[src/design/rbeh_pkg.sv]
// ----------------------------------------------------------------------------
// rbeh_pkg
// shared constants and types for the ray box first hit block
// ----------------------------------------------------------------------------
package rbeh_pkg;
    localparam int COORD_BITS_DEF = 32;
    localparam int FRAC_BITS_DEF  = 16;
    localparam int TYPE_BITS_DEF  = 3;
    localparam int NUM_EDGES      = 4;

    localparam logic [1:0] SIDE_BOTTOM = 2'd0;
    localparam logic [1:0] SIDE_RIGHT  = 2'd1;
    localparam logic [1:0] SIDE_TOP    = 2'd2;
    localparam logic [1:0] SIDE_LEFT   = 2'd3;

    typedef struct packed {
        logic load;
        logic start_edge;
        logic div_step;
        logic mul_step;
        logic finish_edge;
        logic emit;
    } t_cmd;

    typedef struct packed {
        logic box_ok;
        logic edge_skip;
        logic div_done;
        logic mul_done;
        logic edge_hit;
        logic latched;
    } t_status;
endpackage

[src/design/rbeh_ctrl.sv]
// ----------------------------------------------------------------------------
// rbeh_ctrl
// sequencer over the edges of each box (bottom, right, top, left) and the input and output handshakes
// ----------------------------------------------------------------------------
module rbeh_ctrl
    import rbeh_pkg::*;
(
    input  logic       i_clk,
    input  logic       i_rst_n,
    input  logic       i_in_valid,
    input  logic       i_in_last,
    output logic       o_in_ready,
    output logic       o_out_valid,
    input  logic       i_out_ready,
    output logic [1:0] o_side,
    output t_cmd       o_cmd,
    input  t_status    i_status
);
    localparam logic [2:0] S_IDLE = 3'd0;
    localparam logic [2:0] S_EDGE = 3'd1;
    localparam logic [2:0] S_DIV  = 3'd2;
    localparam logic [2:0] S_MUL  = 3'd3;
    localparam logic [2:0] S_CHK  = 3'd4;
    localparam logic [2:0] S_END  = 3'd5;
    localparam logic [2:0] S_OUT  = 3'd6;

    logic [2:0] r_state, n_state;
    logic [1:0] r_side, n_side;
    logic       r_last, n_last;

    always_ff @(posedge i_clk) begin
        if (!i_rst_n) begin
            r_state <= S_IDLE; r_side <= '0; r_last <= 1'b0;
        end else begin
            r_state <= n_state; r_side <= n_side; r_last <= n_last;
        end
    end

    always_comb begin
        n_state = r_state; n_side = r_side; n_last = r_last;
        o_cmd = '0;
        o_in_ready = 1'b0; o_out_valid = 1'b0;
        unique case (r_state)
            S_IDLE: begin
                o_in_ready = 1'b1;
                if (i_in_valid) begin
                    o_cmd.load = 1'b1; n_last = i_in_last; n_side = SIDE_BOTTOM;
                    n_state = i_status.latched ? S_END : S_EDGE;
                end
            end
            S_EDGE: begin
                if (!i_status.box_ok) n_state = S_END;
                else if (i_status.edge_skip) begin
                    n_side = r_side + 1'b1;
                    if (r_side == SIDE_LEFT) n_state = S_END;
                end else begin
                    o_cmd.start_edge = 1'b1; n_state = S_DIV;
                end
            end
            S_DIV: begin
                if (i_status.div_done) begin
                    o_cmd.mul_step = 1'b1; n_state = S_MUL;
                end else o_cmd.div_step = 1'b1;
            end
            S_MUL: if (i_status.mul_done) n_state = S_CHK;
            S_CHK: begin
                o_cmd.finish_edge = 1'b1;
                n_side = r_side + 1'b1;
                if (i_status.edge_hit || r_side == SIDE_LEFT) n_state = S_END;
                else n_state = S_EDGE;
            end
            S_END: n_state = r_last ? S_OUT : S_IDLE;
            S_OUT: begin
                o_out_valid = 1'b1;
                if (i_out_ready) begin
                    o_cmd.emit = 1'b1; n_state = S_IDLE;
                end
            end
            default: n_state = S_IDLE;
        endcase
    end
    assign o_side = r_side;

`ifndef ASSERT_OFF
    a_one_cmd: assert property (@(posedge i_clk) disable iff (!i_rst_n)
        $onehot0({o_cmd.load, o_cmd.start_edge, o_cmd.div_step, o_cmd.mul_step,
                  o_cmd.finish_edge, o_cmd.emit})) else $error("cmd overlap");
    a_ready_out: assert property (@(posedge i_clk) disable iff (!i_rst_n)
        !(o_in_ready && o_out_valid)) else $error("ready while result pending");
    a_emit_last: assert property (@(posedge i_clk) disable iff (!i_rst_n)
        o_cmd.emit |-> r_last) else $error("emit without last");
`endif
endmodule

[config.mk]
export PLATFORM = sky130hd
export DESIGN_NAME = rbeh_ctrl
export DESIGN_NICKNAME = d
export VERILOG_FILES = /design/src/design/rbeh_pkg.sv /design/src/design/rbeh_ctrl.sv
export SDC_FILE = /design/constraint.sdc
export NUM_CORES = 1
export LEC_CHECK = 0
export BUFFER_PORTS_ARGS = -buffer_cell sky130_fd_sc_hd__clkbuf_2
export CORE_AREA = 2 2 39 41
export CTS_BUF_LIST = sky130_fd_sc_hd__clkbuf_8
export DETAILED_ROUTE_END_ITERATION = 16
export DIE_AREA = 0 0 41 43
export PLACE_DENSITY = 0.66
export SYNTH_ARGS = -nofsm -noshare
export SYNTH_HDL_FRONTEND = slang
export SYNTH_SLANG_ARGS = --single-unit
export TNS_END_PERCENT = 10
[constraint.sdc]
create_clock -name i_clk -period 2.49 [get_ports i_clk]
set_clock_uncertainty 0.2 [all_clocks]
set_input_delay 0.498 -clock i_clk [delete_from_list [all_inputs] [get_ports i_clk]]
set_output_delay 0.498 -clock i_clk [all_outputs]
set_load 0.01 [all_outputs]
==> results of run 1 <==
==> logic make-up after synthesis <==
group / Yosys count / synth area share (%)
adder cells (fa/ha/maj): 1 / 2.43
multiplexers: 2 / 3.88
buffers and inverters: 6 / 6.07
AO/OA/AOI/OAI: 19 / 29.6
flip-flops: 6 / 23.3
AND/OR/NAND/NOR: 30 / 34.7
==> through the flow <==
stage          util, %  instances  hold WS, ns
3_3_place_gp      45.0         97        0.272
5_1_grt           48.0        100        0.323
4_1_cts           48.0        100        0.286
2_1_floorplan        -         64        0.274
3_5_place_dp      45.0         97        0.279
6_report          48.0        100        0.281
==> layout by cell type, fill, tap and decap left out, drive strengths merged, types with 2 or more instances in the layout <==
master	instances
clkbuf	23
dfxtp	6
nand2	5
o21ai	5
nand2b	4
nor2	4
a21oi	4
nor3	3
nand4b	3
nor2b	2
and3	2
o21bai	2
mux2i	2
buf	2
a21boi	2
==> path summary, 6_finish.rpt <==
path                                               from                       to  slack [ns]  depth (start not counted)
worst max-delay path            r_state[1]$_SDFFE_PN0P_                 o_cmd[5]        0.40                          4
worst min-delay path             o_side[1]$_SDFFE_PN0P_   o_side[1]$_SDFFE_PN0P_        0.28                          2
worst max register to register  r_state[0]$_SDFFE_PN0P_  r_state[2]$_SDFFE_PN0P_        0.71                          4
worst min register to register   o_side[1]$_SDFFE_PN0P_   o_side[1]$_SDFFE_PN0P_        0.28                          2
==> worst register-to-register path: stages (launching register included) <==
cell and delay, ns:
dfxtp_1 0.60, and4b_4 0.32, o311ai_4 0.11, a21boi_2 0.19
o221a_1 0.26
==> registers in the layout, indices dropped and copies added (netlist names) <==
name	cells
r_state	3
r_last	1
o_side	2
==> power groups by stage <==
stage	registers (uW)	logic (uW)	clock network, uW
floorplan	151	340	0
global route	215	410	155
CTS	205	374	151
finish	206	370	149
global placement	207	367	0
detailed placement	207	372	0
==> area by class of cell <==
class                   instances  area [sq um]  share of cell area (%)
clock buffers                   3          41.3                    6.21
repair buffers                 22           115                    17.3
flip-flops and latches          6           120                    18.1
inverters                       1          3.75                   0.565
multi-input cells              52           364                    54.8
well taps                      16          20.0                    3.01
==> per-layer routing <==
| layer | vias up | track usage, % | part of all wire (%) | routed length, um |
|---|---|---|---|---|
| li1 | 284 | - | - | - |
| met1 | 228 | 18.7 | 45 | 531 |
| met2 | 11 | 24.1 | 49 | 568 |
| met3 | 2 | 6.28 | 4.4 | 51 |
| met4 | 0 | 6.00 | 1.6 | 19 |
| met5 | - | 0 | 0 | 0 |
==> reports/results.ini, run 1 <==
[clock_network]
cts-buffers-inserted = 3
clk_latency_ns = 0.23
holdBufCountCts = 0
post_cts_buffers = 0
htree_levels = 1
cts_root_buf = clkbuf_8
clockBufferDepth = 2
cts.repair.resized = 0
cts_tree = done
clock_sinks = 6
path_clk_slew_ns = 0.03

[setup_path]
slowest_stage = dfxtp_1
cp.arrival_ns = 1.39
path_delay_family = flip-flops
cp_max_fo = 10
critPathKind = register to output port
cpPeakStageDelay_ns = 0.40
crit_chain = buf_4, nor3_1, and2_1, clkbuf_2
cp-end-kind = output port
critPathBufInv = 2
critPathLaunchType = register
required_ns = 1.79

[synth]
yosysWarnings = 0
synth-seq-cells = 6
yosys-top-cells-area = dfxtp_1 (23%), o311ai_4 (5.1%), nand4b_1 (5.1%)
synth_edf_count = 0
syn_area_sq_um = 515
netlist_instances = 64
syn-num-nets = 76
yosysMostFrequentCell = dfxtp_1
netlist_top_cells_count = dfxtp_1 (6), nand2_1 (5)
syn-mean-instance-area_sq_um = 8.05
synth.top_cell.area_share_pct = 23.3
synth-seq-area-share_pct = 23.3
synth_ff_type = dfxtp_1
ys_types = 33
synth_top_area_cell = dfxtp_1
async_flop_share_pct = 0

[flow_run]
drv_cap = 0

[timing]
rsz0062_at_grt = false
fin_setup_tns_ns = 0
period_needed_ns = 2.09
maxSlewViolCount = 0
worst_pin_slew_ns = 0.464
hold_viol = 0
fin_crit_sh_pct = 83.8
setup_ws_ns = 0.403
setup_viol = 0
max_freq_mhz = 479
slew_headroom_pct = 69.1

[layout]
syn_to_final_growth_pct = 28.9
final_nets = 98
design_area_sq_um = 664
fillers = 141
n_antenna_cell = 0
drive_gt1_share_pct = 36.9

[floorplanning]
initial_core_util_pct = 37.3
die_w_um = 41
dieHeight_um = 43
core_area_sq_mm = 0.00138
die_area_sq_mm = 0.00176
num_rows = 14
pin_count = 21

[power_and_ir_drop]
p_leak_uw = 0.000289
sequentialPowerShare_pct = 28.5
pwr-share-clk_pct = 20.5
intPower_uw = 420
p_sw_share_pct = 42.1
power.total_uw = 725
power_density_mw_per_mm2 = 1090
peakVddDrop_uv = 458
combPwrFrac_pct = 51.0
power_switching_uw = 305

[routing]
first_pass_iters = 4
ant_nets = 0
vias = 525
routed_wl_um = 1170
wl_per_cell_um = 11.7
drt_first_iter_violations = 5
vias_per_cell = 5.25
drc_errors = 0

[grt]
grt_pass1_wl_um = 1850
grt_antenna_before_repair = 0
grt_max_degree = 17
grt_remaining_overflow = 0
first_global_vias = 469
grt_util_all_layers_pct = 15.7

[place]
dpl_cell_area_sq_um = 623
dp_hpwl_um = 917
post-place-ws_ns = 0.635
gp_congestion = 0.699
port-buffer-count = 20

[status]
run_status = finished, final reports clean

[min_path]
hp-class = register to register

Power figures use the tool's default switching activity.
==> run 2, diff against run 1 <==
- ABC_AREA: not set -> 1
- PLACE_DENSITY: 0.66 -> 0.65
- clock period: 2.49 -> 2.1 ns (I/O delays scaled with it)
==> run 2 against run 1 <==
Compared with the run above: non-clock buffer count decreased by 2; wire length decreased by 7.6%; hold slack got worse by 0.048 ns; utilization decreased by 0.45 points; design area decreased by 0.94%; combinational power increased by 52%; clock power increased by 10%; worst setup slack got worse by 0.20 ns; synthesized cell count increased by 47%; critical path depth increased by 2; die area unchanged; synthesized area decreased by 3.6%.
==> reports/results.ini, run 2 <==
[place]
dp_hpwl_um = 952  ; +3.8%
port-buffer-count = 20  ; unchanged
post-place-ws_ns = 0.440  ; -0.195 ns
dp_cells = 130  ; +34%
gp_congestion = 0.806  ; +15%

[power_and_ir_drop]
pwr-share-clk_pct = 17.4  ; -3.1 points
sequentialPowerShare_pct = 22.9  ; -5.6 points
p_leak_uw = 0.000421  ; +46%
power_density_mw_per_mm2 = 1430  ; +31%
power_switching_uw = 451  ; +48%
intPower_uw = 490  ; +17%
power.total_uw = 941  ; +30%
peakVddDrop_uv = 610  ; +33%
combPwrFrac_pct = 59.6  ; +8.6 points
p_sw_share_pct = 48.0  ; +5.9 points

[timing]
hold_viol = 0  ; unchanged
max_freq_mhz = 526
period_needed_ns = 1.90
rsz0062_at_grt = false
maxSlewViolCount = 0  ; unchanged
fin_setup_tns_ns = 0  ; unchanged
setup_ws_ns = 0.198  ; -0.204 ns
fin_crit_sh_pct = 90.5
slew_headroom_pct = 82.6  ; +14 points
setup_viol = 0  ; unchanged
worst_pin_slew_ns = 0.258  ; -0.205 ns

[synth]
syn-mean-instance-area_sq_um = 5.28  ; -34%
yosysMostFrequentCell = nand2_1
synth_edf_count = 0  ; unchanged
syn-num-nets = 106  ; +39%
yosysWarnings = 0  ; unchanged
synth_top_area_cell = dfxtp_1
synth-seq-area-share_pct = 24.2  ; +0.88 points
syn_area_sq_um = 497  ; -3.6%
synth-seq-cells = 6  ; unchanged
netlist_instances = 94  ; +47%
netlist_top_cells_count = nand2_1 (31), inv_1 (19), nor2_1 (18), dfxtp_1 (6), nand3_1 (6)
synth_ff_type = dfxtp_1
yosys-top-cells-area = dfxtp_1 (24%), nand2_1 (23%), inv_1 (14%)
async_flop_share_pct = 0  ; unchanged
synth.top_cell.area_share_pct = 24.2  ; +0.88 points
ys_types = 15  ; -55%

[setup_path]
critPathKind = register to output port
required_ns = 1.48  ; -0.31 ns
cp.arrival_ns = 1.28  ; -0.11 ns
cp_max_fo = 6  ; -4
slowest_stage = dfxtp_1
path_delay_family = simple AND/OR/NAND/NOR gates
path_common_cell = inv_1
cp-end-kind = output port
critPathBufInv = 3  ; +1
cpPeakStageDelay_ns = 0.35  ; -0.05 ns
critPathLaunchType = register
crit_chain = nor2_2, inv_1, nor2_1, nand2_1, inv_1, clkbuf_2

[routing]
first_pass_iters = 4  ; unchanged
vias_per_cell = 4.38  ; -17%
ant_nets = 0  ; unchanged
wl_per_cell_um = 8.14  ; -31%
drt_first_iter_violations = 17  ; +12
routed_wl_um = 1080  ; -7.6%
vias = 582  ; +11%
drc_errors = 0  ; unchanged

[layout]
n_antenna_cell = 0  ; unchanged
syn_to_final_growth_pct = 32.5
drive_gt1_share_pct = 25.6  ; -11 points
fillers = 153  ; +8.5%
final_common_cell = nand2_1
final_nets = 131  ; +34%
stdcell_count = 133  ; +33%
layout_common_cells = nand2_1 (31), clkbuf_2 (20), inv_1 (19)
largest_register_ffs = 3  ; unchanged
regMostFlops = r_state

[flow_run]
drv_cap = 0  ; unchanged

[clock_network]
clock_sinks = 6  ; unchanged
clk_latency_ns = 0.22  ; about the same
htree_levels = 1  ; unchanged
cts-buffers-inserted = 3  ; unchanged
cts.repair.resized = 0  ; unchanged
path_clk_slew_ns = 0.03  ; about the same
clockBufferDepth = 2  ; unchanged
cts_tree = done
holdBufCountCts = 0  ; unchanged
cts_root_buf = clkbuf_8
post_cts_buffers = 0  ; unchanged

[floorplanning]
core_area_sq_mm = 0.00138  ; unchanged
num_rows = 14  ; unchanged
die_w_um = 41  ; unchanged
die_area_sq_mm = 0.00176  ; unchanged
initial_core_util_pct = 35.9  ; -1.4 points
dieHeight_um = 43  ; unchanged
pin_count = 21  ; unchanged

[grt]
grt_util_all_layers_pct = 15.9  ; +0.22 points
grt_remaining_overflow = 0  ; unchanged
grt_antenna_before_repair = 0  ; unchanged
grt_pass1_wl_um = 1890  ; +2.2%
grt_max_degree = 8  ; -9
first_global_vias = 483  ; +3.0%

[min_path]
hp-class = input port to register

[status]
run_status = finished, final reports clean

[run 2: cell types whose count changed in the layout (fill, tap and decap cells not counted), sizes merged, moves of 3 or more]
cell / delta
nand2b: -4
nand3: +5
nor2: +17
nand2: +28
inv: +19
a21oi: -3
o21ai: -3
nand4b: -3
[run 2: cell type report]
type | count | area (sq um) | area share [%]
Multi-Input combinational cell | 68 | 302 | 45.8
Sequential cell | 6 | 120 | 18.3
Inverter | 20 | 75.1 | 11.4
Timing Repair Buffer | 20 | 100 | 15.2
Tap cell | 16 | 20.0 | 3.04
Clock buffer | 3 | 41.3 | 6.27
[run 2: logic make-up after synthesis]
logic type               Yosys count  synth area share [%]
AND/OR/NAND/NOR                   62                  51.4
AO/OA/AOI/OAI                      5                  6.80
buffers and inverters             20                  15.1
adder cells (fa/ha/maj)            1                  2.52
flip-flops                         6                  24.2
[run 2: worst register-to-register path, stage by stage, from the launching register on]
cell and delay, ns:
dfxtp_1 0.44, inv_2 0.09, nor3_1 0.22, nand3_1 0.14, nand2_2 0.14, nand2_1 0.06
nand2_1 0.05, nor2_1 0.04
[run 2: metrics by stage]
| step | util [%] | instance area (sq um) | hold WS (ns) |
|---|---|---|---|
| 2_1_floorplan | - | 497 | 0.242 |
| 3_3_place_gp | 44.6 | 617 | 0.263 |
| 3_5_place_dp | 44.6 | 617 | 0.277 |
| 4_1_cts | 47.6 | 658 | 0.231 |
| 5_1_grt | 47.6 | 658 | 0.267 |
| 6_report | 47.6 | 658 | 0.234 |
[run 2: worst paths after layout]
check / depth (start not counted) / to / slack [ns] / from
max: 6 / o_cmd[5] / 0.20 / r_state[1]$_SDFFE_PN0P_
min: 3 / r_last$_SDFFE_PN0P_ / 0.23 / i_in_last
max reg2reg: 7 / r_state[0]$_SDFFE_PN0P_ / 0.61 / r_state[0]$_SDFFE_PN0P_
min reg2reg: 2 / r_last$_SDFFE_PN0P_ / 0.28 / r_last$_SDFFE_PN0P_
[run 2: power by group through the flow]
stage               sequential, uW  combinational, uW  clock, uW
floorplan                      212                423          0
global placement               219                556          0
detailed placement             218                562          0
CTS                            216                566        168
global route                   227                658        174
finish                         216                561        164
[run 2: routing by layer]
layer,track usage [%],vias to the layer above,part of all wire (%)
met5,0,-,0
met4,12.0,0,2.8
met3,2.09,4,7.9
met2,22.2,18,43
met1,21.0,233,46
li1,-,327,-
